## src/facb_pkg.sv

```systemverilog
// Shared types and codes for the face adjacency CSR builder.
// Used by the controller, the datapath and the top level.
package facb_pkg;

  localparam int DEF_MAX_CELLS = 1024;
  localparam int DEF_MAX_FACES = 2048;
  localparam int NUM_CELLS_RST = 1024;

  localparam logic [1:0] CMD_LOAD  = 2'd0;
  localparam logic [1:0] CMD_BUILD = 2'd1;
  localparam logic [1:0] CMD_SEG   = 2'd2;
  localparam logic [1:0] CMD_ENTRY = 2'd3;

  localparam logic [1:0] ST_OK        = 2'd0;
  localparam logic [1:0] ST_RANGE     = 2'd1;
  localparam logic [1:0] ST_FULL      = 2'd2;
  localparam logic [1:0] ST_NOT_BUILT = 2'd3;

  typedef enum logic [2:0] {
    RSP_NONE,
    RSP_LOAD,
    RSP_BUILD,
    RSP_SEG,
    RSP_ENT
  } rsp_t;

  typedef struct packed {
    logic acc;
    logic idx_clr;
    logic idx_inc;
    logic run_clr;
    logic cnt_clr;
    logic face_rd;
    logic face_lat;
    logic sel_n;
    logic cnt_rd;
    logic cnt_inc;
    logic scat;
    logic pre_rd;
    logic pre_wr;
    logic build_done;
    logic load_exe;
    logic seg_rd;
    logic ent_rd;
    rsp_t rsp;
  } ctl_t;

  typedef struct packed {
    logic face_end;
    logic cell_end;
    logic skip;
  } sts_t;

endpackage

```

## src/facb_controller.sv

```systemverilog
// Controller: command dispatch and the build sequencer (clear, count, prefix, scatter).
// Drives facb_datapath through facb_pkg::ctl_t; depends on facb_pkg.
module facb_controller (
  input  logic           clk,
  input  logic           rst_n,
  input  logic           start,
  input  logic [1:0]     in_cmd,
  input  facb_pkg::sts_t sts,
  output facb_pkg::ctl_t ctl,
  output logic           busy
);
  import facb_pkg::*;

  typedef enum logic [3:0] {
    S_IDLE, S_LOAD, S_QRD, S_QRSP, S_ERD, S_ERSP,
    S_CLR, S_FRD, S_FLAT, S_FCHK, S_FWO, S_FRN, S_FWN,
    S_PRE, S_PREWR, S_FIN
  } state_t;

  state_t state_r, state_nxt;
  logic   pass2_r, pass2_nxt;

  always_comb begin
    ctl       = '0;
    ctl.rsp   = RSP_NONE;
    state_nxt = state_r;
    pass2_nxt = pass2_r;
    ctl.scat  = pass2_r;
    case (state_r)
      S_IDLE: begin
        if (start) begin
          ctl.acc = 1'b1;
          case (in_cmd)
            CMD_LOAD: state_nxt = S_LOAD;
            CMD_BUILD: begin
              ctl.idx_clr = 1'b1;
              pass2_nxt   = 1'b0;
              state_nxt   = S_CLR;
            end
            CMD_SEG: state_nxt = S_QRD;
            default: state_nxt = S_ERD;
          endcase
        end
      end
      S_LOAD: begin
        ctl.load_exe = 1'b1;
        ctl.rsp      = RSP_LOAD;
        state_nxt    = S_IDLE;
      end
      S_QRD: begin
        ctl.seg_rd = 1'b1;
        state_nxt  = S_QRSP;
      end
      S_QRSP: begin
        ctl.rsp   = RSP_SEG;
        state_nxt = S_IDLE;
      end
      S_ERD: begin
        ctl.ent_rd = 1'b1;
        state_nxt  = S_ERSP;
      end
      S_ERSP: begin
        ctl.rsp   = RSP_ENT;
        state_nxt = S_IDLE;
      end
      S_CLR: begin
        if (sts.cell_end) begin
          ctl.idx_clr = 1'b1;
          state_nxt   = S_FRD;
        end else begin
          ctl.cnt_clr = 1'b1;
          ctl.idx_inc = 1'b1;
        end
      end
      S_FRD: begin
        if (sts.face_end) begin
          ctl.idx_clr = 1'b1;
          ctl.run_clr = !pass2_r;
          state_nxt   = pass2_r ? S_FIN : S_PRE;
        end else begin
          ctl.face_rd = 1'b1;
          state_nxt   = S_FLAT;
        end
      end
      S_FLAT: begin
        ctl.face_lat = 1'b1;
        state_nxt    = S_FCHK;
      end
      S_FCHK: begin
        if (sts.skip) begin
          ctl.idx_inc = 1'b1;
          state_nxt   = S_FRD;
        end else begin
          ctl.cnt_rd = 1'b1;
          state_nxt  = S_FWO;
        end
      end
      S_FWO: begin
        ctl.cnt_inc = 1'b1;
        state_nxt   = S_FRN;
      end
      S_FRN: begin
        ctl.sel_n  = 1'b1;
        ctl.cnt_rd = 1'b1;
        state_nxt  = S_FWN;
      end
      S_FWN: begin
        ctl.sel_n   = 1'b1;
        ctl.cnt_inc = 1'b1;
        ctl.idx_inc = 1'b1;
        state_nxt   = S_FRD;
      end
      S_PRE: begin
        if (sts.cell_end) begin
          ctl.idx_clr = 1'b1;
          pass2_nxt   = 1'b1;
          state_nxt   = S_CLR;
        end else begin
          ctl.pre_rd = 1'b1;
          state_nxt  = S_PREWR;
        end
      end
      S_PREWR: begin
        ctl.pre_wr  = 1'b1;
        ctl.idx_inc = 1'b1;
        state_nxt   = S_PRE;
      end
      S_FIN: begin
        ctl.build_done = 1'b1;
        ctl.rsp        = RSP_BUILD;
        state_nxt      = S_IDLE;
      end
      default: state_nxt = S_IDLE;
    endcase
  end

  always_ff @(posedge clk) begin
    if (!rst_n) begin
      state_r <= S_IDLE;
      pass2_r <= 1'b0;
      busy    <= 1'b0;
    end else begin
      state_r <= state_nxt;
      pass2_r <= pass2_nxt;
      busy    <= state_nxt != S_IDLE;
    end
  end

endmodule

```

## config.mk

```make
export PLATFORM = sky130hd
export DESIGN_NAME = facb_controller
export DESIGN_NICKNAME = d
export VERILOG_FILES = /design/src/facb_pkg.sv /design/src/facb_controller.sv
export SDC_FILE = /design/constraint.sdc
export NUM_CORES = 1
export LEC_CHECK = 0
export BUFFER_PORTS_ARGS = -buffer_cell sky130_fd_sc_hd__buf_2
export CAP_MARGIN = 30
export CELL_PAD_IN_SITES_DETAIL_PLACEMENT = 0
export CELL_PAD_IN_SITES_GLOBAL_PLACEMENT = 1
export CORE_MARGIN = 2
export CORE_UTILIZATION = 33
export CTS_CLUSTER_DIAMETER = 30
export DETAILED_ROUTE_END_ITERATION = 7
export GPL_TIMING_DRIVEN = 0
export PLACE_DENSITY_LB_ADDON = 0.1
export SETUP_SLACK_MARGIN = 0.4
export SLEW_MARGIN = 10
export SYNTH_ARGS = -nofsm -noshare
export SYNTH_HDL_FRONTEND = slang
export SYNTH_SLANG_ARGS = --single-unit
```

## constraint.sdc

```tcl
create_clock -name clk -period 1.8 [get_ports clk]
set_input_delay 0.36 -clock clk [delete_from_list [all_inputs] [get_ports clk]]
set_output_delay 0.36 -clock clk [all_outputs]
set_load 0.01 [all_outputs]
```

==> flow_summary.ini, run 1 <==
[final_layout]
drive_above_1_share_pct = 75.30
num-fill-cells = 154
nets = 179
synthToLayoutAreaGrowth_pct = 114.5
diodes = 0
final_cell_mix = buf_2, buf_6, buf_4, nor3_2, nand2_1
final_common_cell = buf_2

[synth]
ys.flop_type = dfxtp_1
synth_edf_count = 0
synth_seq_cells = 6
yosysSeqAreaShare_pct = 16.41
synthArstFlopShare_pct = 0
synth_fp_nets = 110
ys_warn_count = 0
synth_cell_types = 42
syn-cell-area_um2 = 732.0
syn_area_per_cell_um2 = 7.393
synth_cells = 99

[clock_network]
cts_max_level = 1
insertion_delay_ns = 0.24
clockBufferDepth = 2
clock_sinks = 6
root_buffer = clkbuf_4
cts.reportedPaths.clkPinSlew_ns = 0.04
cts_made_buffers = 3
cts_tree = yes
hold_buffers = 0

[global_routing]
antenna_found_initial = 0
grt_max_degree = 11
grt_pass1_wl_mm = 4.181
grt_overflow = 0
grtUsageTotal_pct = 21.00
grt_pass1_vias = 924

[setup_path]
endpoint_kind = primary output
cp-start-kind = register
reg2reg_depth = 7
worstReg2RegStart = state_r[1]
regToRegSetupSlack_ns = 0.15
required_ns = 1.44
arrival_ns = 1.46
worstReg2RegEnd = busy
critical_path_peak_fanout = 3
criticalPathCategory = register to primary output

[die]
start_util_pct = 34.07
fp.dieH_um = 51.10
core_um2 = 2148
rows = 17
io_pins = 29
die-area_um2 = 2611
die_w_um = 51.10

[sta]
relSlewSlack_pct = 77.91
tightest_slew_ns = 0.3314
hold_viol_final = 0
setup_slack_ns = -0.02270
skew_ns = 0.0005660
period_minus_slack_ns = 1.823
drv_slew = 0
fmax_mhz = 548.6
min_period_over_period_pct = 101.3
rsz0062_at_grt = yes
setup_viol = 2

[drt]
wirelength_mm = 2.959
viasPerCell = 5.160
antenna_left = 0
drtIter0Drc = 27
wl_per_cell_um = 15.25
first_pass_iters = 4
vias = 1001
drc = 0

[outcome]
outcome = finished with violations
violations = negative setup slack

[place]
gp_congestion = 0.7046
io_buffers = 28
hpwl_mm = 1.544
pre_cts_ws_ns = 0.1051

[power_and_ir_drop]
finalPower_mw = 0.9536
powerDensity_nw_per_um2 = 607.3
p_leak_nw = 0.6970
ir_worst_vdd_v = 0.0005414

[hold_path]
min_from = rst_n
whs_endpoint = state_r[2]
hold_depth = 3
hp-class = input port to register

[run]
drv_cap = 0
==> per-stage QoR <==
stage          hold WS, ns  cell area, um2  utilization [%]  TNS [ns]  instances
3_3_place_gp        0.6051           934.6            43.51         0        155
2_1_floorplan       0.5037           759.5                -         0         99
6_report            0.4071            1570            73.09  -0.02479        194
3_5_place_dp        0.5855           934.6            43.51         0        155
5_1_grt             0.4241            1570            73.09   -0.2778        194
4_1_cts             0.4027            1400            65.17  -0.01862        187
==> worst max-delay path by stage <==
stage	depth (start not counted)	to	slack, ns	startpoint
final	6	ctl[11]	-0.02	state_r[2]
after CTS	7	ctl[12]	-0.02	state_r[1]
after global placement	6	ctl[12]	0.11	state_r[0]
after global routing	7	ctl[12]	-0.07	state_r[1]
after floorplan	5	ctl[12]	0.31	state_r[2]
after detailed placement	6	ctl[12]	0.11	state_r[0]
==> metal layers <==
| metal | up-vias | wire, um | GRT usage, % |
|---|---|---|---|
| met5 | - | 0 | 0 |
| met4 | 0 | 80 | 8.559 |
| met3 | 11 | 180 | 2.047 |
| met2 | 42 | 1502 | 35.28 |
| met1 | 468 | 1195 | 27.26 |
| li1 | 480 | - | - |
==> worst max-delay path, stage by stage, from the launching register on <==
cell and delay, ns:
dfxtp_2 0.32, buf_6 0.12, buf_6 0.10, buf_6 0.11
nand3b_1 0.18, a21oi_1 0.21, buf_2 0.17
==> state kept, by name, summed over array words and instances, names as in the netlist <==
| signal | flops |
|---|---|
| state_r | 4 |
| busy | 1 |
| pass2_r | 1 |
==> final cells by class <==
| cell class | count | area [um2] | share of cell area [%] |
|---|---|---|---|
| multi-input combinational | 79 | 753.2 | 47.97 |
| timing repair buffer | 64 | 500.5 | 31.87 |
| sequential | 6 | 127.6 | 8.127 |
| buffer | 8 | 100.1 | 6.374 |
| tap | 28 | 35.03 | 2.231 |
| inverter | 6 | 31.28 | 1.992 |
| clock buffer | 3 | 22.52 | 1.434 |
==> report_power, final <==
group	internal [mW]	switching, mW
logic	0.362	0.308
clock network	0.0752	0.0457
registers	0.153	0.00984
total	0.590	0.363
==> what timing repair did <==
action | in CTS | in global routing
resized for setup | 52 | 27
buffers inserted | 29 | 7
pin swaps | 27 | 16
setup endpoints to repair | 21 | 25
==> synth_stat cells (all sizes together), types with 2 or more instances <==
cell type  instances  area, um2
o22ai              2      12.51
or3b               2      17.52
dfxtp              6      120.1
nor3              10      50.05
a21oi             10      50.05
inv                6      22.52
and2b              2      16.27
or2b               3      25.03
nand2b             3      18.77
nand2             10      45.04
nor2              10      37.54
buf                7      68.81
and2               3      20.02
ha                 3      37.54
==> logic make-up after synthesis <==
kind of cell,count (synthesis),share of synthesized area (%)
AND/OR/NAND/NOR,52,40.18
AO/OA/AOI/OAI,22,21.37
buffers and inverters,14,14.36
flip-flops,6,16.41
adder cells (fa/ha/maj),3,5.129
XOR/XNOR,1,1.197
multiplexers,1,1.368
(Power assumes the default switching activity.)
==> inputs of run 2 (changes only) <==
--- a/config.mk
+++ b/config.mk
@@ -15,6 +15,7 @@
 export DETAILED_ROUTE_END_ITERATION = 7
 export GPL_TIMING_DRIVEN = 0
 export PLACE_DENSITY_LB_ADDON = 0.1
+export RECOVER_POWER = 100
 export SETUP_SLACK_MARGIN = 0.4
 export SLEW_MARGIN = 10
 export SYNTH_ARGS = -nofsm -noshare
==> run 2 against run 1 <==
  * The flow still finishes with violations (negative setup slack)
  * Setup slack gained 0.011 ns
  * Die area is the same
  * Final area shrank 2.7%
  * Routed wire length grew 0.24%
  * Global-route usage is the same
  * Sequential share of layout area grew 0.14 points
  * Critical path type unchanged
==> flow_summary.ini, run 2 (synthesis gave the netlist of run 1 again) <==
[outcome]
outcome = finished with violations
violations = negative setup slack

[die]
fp.dieH_um = 51.10
start_util_pct = 34.07
core_um2 = 2148
io_pins = 29
rows = 17
die_w_um = 51.10
die-area_um2 = 2611

[final_layout]
seqCellArea_um2 = 126.4
largest_reg_flops = 4
final_cell_mix = buf_6, buf_4, buf_2, nor3_2, clkbuf_1
diodes = 0
synthToLayoutAreaGrowth_pct = 108.7
drive_above_1_share_pct = 67.47
fin_area_um2 = 1528
nets = 179
num-fill-cells = 167
regMostFlops = state_r
multi_input_area_um2 = 723.2
final_common_cell = buf_6
top_regs = state_r x4, busy x1, pass2_r x1
post-route-util_pct = 71.11

[sta]
skew_ns = 0.0005001
hold_viol_final = 0
setup_viol = 2
rsz0062_at_grt = yes
drv_slew = 0
tightest_slew_ns = 0.3159
setup_slack_ns = -0.01188
relSlewSlack_pct = 78.90
period_minus_slack_ns = 1.812
fmax_mhz = 551.9
min_period_over_period_pct = 100.7
tns_ns = -0.01295

[drt]
antenna_left = 0
wirelength_mm = 2.966
vias = 1016
drtIter0Drc = 36
drc = 0
viasPerCell = 5.237
first_pass_iters = 4
wl_per_cell_um = 15.29

[hold_path]
min_from = rst_n
hp-class = input port to register

[clock_network]
cts_made_buffers = 3
clock_sinks = 6
insertion_delay_ns = 0.24
root_buffer = clkbuf_4
cts_max_level = 1
clockBufferDepth = 2
cts_tree = yes
hold_buffers = 0
cts.reportedPaths.clkPinSlew_ns = 0.04

[setup_path]
critical_path_peak_fanout = 3
startpoint = state_r[2]
arrival_ns = 1.45
required_ns = 1.44
critical-path-top-delay-family = buffers and inverters
cp-start-kind = register
cp_slowest_stage_delay_ns = 0.32
critPathBufInv = 4
criticalPathCategory = register to primary output
worstReg2RegStart = state_r[2]
crit_chain = buf_6 -> buf_6 -> buf_6 -> nand3b_1 -> a21oi_1 -> buf_2
endpoint_kind = primary output
cp_common_cell = buf_6
critPathSlowestCell = dfxtp_1

[place]
placed_area_um2 = 934.6
io_buffers = 28
pre_cts_ws_ns = 0.1051
gp_congestion = 0.7046
hpwl_mm = 1.544

[global_routing]
grt_overflow = 0
grt_pass1_wl_mm = 4.181
antenna_found_initial = 0
grt_max_degree = 11
grt_pass1_vias = 924
grtUsageTotal_pct = 21.00

[run]
drv_cap = 0

[power_and_ir_drop]
finalPower_mw = 0.9271
ir_worst_vdd_v = 0.0005395
p_leak_nw = 0.6522
powerDensity_nw_per_um2 = 606.8
## run 2: cell count changes in the layout (fill, tap and decap cells not counted), sizes merged
| cell | before | now |
|---|---|---|
| buf | 71 | 61 |
| clkbuf | 4 | 14 |
## run 2: power breakdown
| group | internal (mW) | switching (mW) | total [mW] |
|---|---|---|---|
| combinational | 0.344 | 0.300 | 0.644 |
| sequential | 0.152 | 0.00989 | 0.162 |
| clock | 0.0752 | 0.0457 | 0.121 |
## run 2: path summary, 6_finish.rpt
path	end	slack, ns	cells after the start
worst max-delay path	ctl[11]	-0.01	6
worst min register to register	pass2_r	0.64	2
worst min-delay path	state_r[2]	0.41	3
worst max register to register	busy	0.12	8
## run 2: area by class of cell
cell class	count	share of cell area [%]
Buffer	8	6.552
Clock buffer	3	1.474
Inverter	6	2.047
Multi-Input combinational cell	79	47.34
Sequential cell	6	8.272
Tap cell	28	2.293
Timing Repair Buffer	64	32.02
## run 2: layer usage
metal  global-route usage, %  vias to the layer above  part of all wire (%)
met5                       0                        -                     0
met4                   8.559                        0                   1.7
met3                   2.047                        7                   6.5
met2                   35.28                       43                    51
met1                   27.26                      481                    41
li1                        -                      485                     -
## run 2: timing repair
item / 4_1_cts / 5_1_grt
buffers inserted: 29 / 7
pin swaps: 27 / 16
gates resized for setup: 52 / 27
endpoints found under the setup margin: 21 / 25
## run 2: tightest hold or removal path, stage by stage
cell	delay, ns
buf_2	0.07
inv_1	0.09
nor2_1	0.09
## run 2: metrics by stage
step | hold slack (ns) | std cells
global route | 0.4242 | 194
CTS | 0.4027 | 187
floorplan | 0.5037 | 99
global placement | 0.6051 | 155
finish | 0.4071 | 194
detailed placement | 0.5855 | 155
==> inputs of run 3 (changes only) <==
--- a/config.mk
+++ b/config.mk
@@ -17,6 +17,7 @@
 export PLACE_DENSITY_LB_ADDON = 0.1
 export RECOVER_POWER = 100
 export SETUP_SLACK_MARGIN = 0.4
+export SKIP_CTS_REPAIR_TIMING = 1
 export SLEW_MARGIN = 10
 export SYNTH_ARGS = -nofsm -noshare
 export SYNTH_HDL_FRONTEND = slang
==> run 3 against run 2 <==
  * The flow still finishes with violations (negative setup slack)
  * Clock skew barely moved
  * Routed wire length fell by 24%
  * Hold slack improved by 0.018 ns
  * Via count fell by 14%
  * Non-clock buffer count fell by 16
  * Sequential share of layout area rose by 1.9 points
  * Sequential cell count did not move
  * Critical path depth did not move
  * Maximum frequency fell by 1.8%
  * Critical path type unchanged
==> flow_summary.ini, run 3 (synthesis gave the netlist of run 1 again) <==
[outcome]
outcome = finished with violations
violations = negative setup slack

[sta]
setup_slack_ns = -0.04427
fmax_mhz = 542.2
setup_viol = 1
period_minus_slack_ns = 1.844
min_period_over_period_pct = 102.5
whs_ns = 0.4246
drv_slew = 0
rsz0062_at_grt = yes
relSlewSlack_pct = 79.64
skew_ns = 0.0006108
hold_viol_final = 0
tightest_slew_ns = 0.3054

[hold_path]
hp-class = input port to register

[clock_network]
insertion_delay_ns = 0.24
cts_made_buffers = 3
clock_sinks = 6
cts.reportedPaths.clkPinSlew_ns = 0.04
cts_tree = yes
clockBufferDepth = 2
cts_max_level = 1
root_buffer = clkbuf_4

[power_and_ir_drop]
pwr-share-comb_pct = 64.0
finalPower_mw = 0.7893
p_int_mw = 0.4949
p_leak_nw = 0.5870
switching_power_mw = 0.2944
switching_share_pct = 37.30
ir_worst_vdd_v = 0.0004904
clkPwrFrac_pct = 15.2
powerDensity_nw_per_um2 = 627.7
pwr-share-seq_pct = 20.8

[setup_path]
endpoint_kind = primary output
arrival_ns = 1.48
critical_path_peak_fanout = 6
required_ns = 1.44
cp-start-kind = register
criticalPathCategory = register to primary output

[global_routing]
grt_max_degree = 11
grtUsageTotal_pct = 16.60
grt_pass1_vias = 719
grt_overflow = 0
grt_pass1_wl_mm = 3.229
antenna_found_initial = 0

[drt]
vias = 871
drtIter0Drc = 20
viasPerCell = 4.893
drc = 0
wl_per_cell_um = 12.74
first_pass_iters = 4
antenna_left = 0
wirelength_mm = 2.268

[final_layout]
largest_reg_flops = 4
synthToLayoutAreaGrowth_pct = 71.80
final_cell_mix = buf_2, buf_4, a21oi_1, buf_6
num-fill-cells = 212
nets = 163
seqCellArea_um2 = 127.6
top_regs = state_r x4, busy x1, pass2_r x1
drive_above_1_share_pct = 57.33
regMostFlops = state_r
final_common_cell = buf_2
multi_input_area_um2 = 623.1
diodes = 0

[place]
io_buffers = 28
hpwl_mm = 1.544
gp_congestion = 0.7046

[die]
die_w_um = 51.10
die-area_um2 = 2611
core_um2 = 2148
start_util_pct = 34.07
io_pins = 29
rows = 17
fp.dieH_um = 51.10

[run]
drv_cap = 0
-- run 3: changes by cell type in the layout (fill, tap and decap cells not counted), sizes merged --
cell,change
buf,-7
clkbuf,-9
-- run 3: path summary, 6_finish.rpt --
check / slack, ns / startpoint / cells after the start / endpoint
worst min-delay path: 0.42 / rst_n / 3 / pass2_r
worst max register to register: 0.20 / state_r[3] / 6 / busy
worst min register to register: 0.61 / pass2_r / 2 / pass2_r
worst max-delay path: -0.04 / state_r[0] / 6 / ctl[12]
-- run 3: power groups by stage --
stage | clock network (mW) | logic, mW | registers, mW
after detailed placement | 0 | 0.319 | 0.168
after global routing | 0.133 | 0.539 | 0.165
after CTS | 0.130 | 0.321 | 0.166
after global placement | 0 | 0.319 | 0.168
after floorplan | 0 | 0.233 | 0.168
final | 0.120 | 0.505 | 0.164
-- run 3: through the flow --
stage / setup TNS, ns / instances / util, % / setup slack, ns / cell area, um2
global route: -0.2338 / 178 / 58.53 / -0.1081 / 1257
detailed placement: 0 / 155 / 43.51 / 0.1051 / 934.6
floorplan: 0 / 99 / - / 0.3103 / 759.5
global placement: 0 / 155 / 43.51 / 0.1082 / 934.6
CTS: -0.3165 / 158 / 44.55 / -0.1643 / 957.2
finish: -0.04427 / 178 / 58.53 / -0.04427 / 1257
-- run 3: layer usage --
metal	wire length (um)	track usage [%]	vias to the layer above
li1	-	-	448
met1	1052	20.88	388
met2	1071	27.71	31
met3	115	2.047	4
met4	29	8.108	0
met5	0	0	-
-- run 3: cell type report --
| cell class | instances | area share (%) |
|---|---|---|
| inverters | 6 | 2.488 |
| multi-input cells | 79 | 49.55 |
| flip-flops and latches | 6 | 10.15 |
| plain buffers | 8 | 8.060 |
| well taps | 28 | 2.786 |
| repair buffers | 48 | 25.17 |
| clock buffers | 3 | 1.791 |
-- run 3: critical path: stages, from the launching register on --
cell and delay, ns:
dfxtp_4 0.36, buf_8 0.11, clkinvlp_4 0.11, or3_1 0.35
o21ai_1 0.08, and2_4 0.15, buf_6 0.09
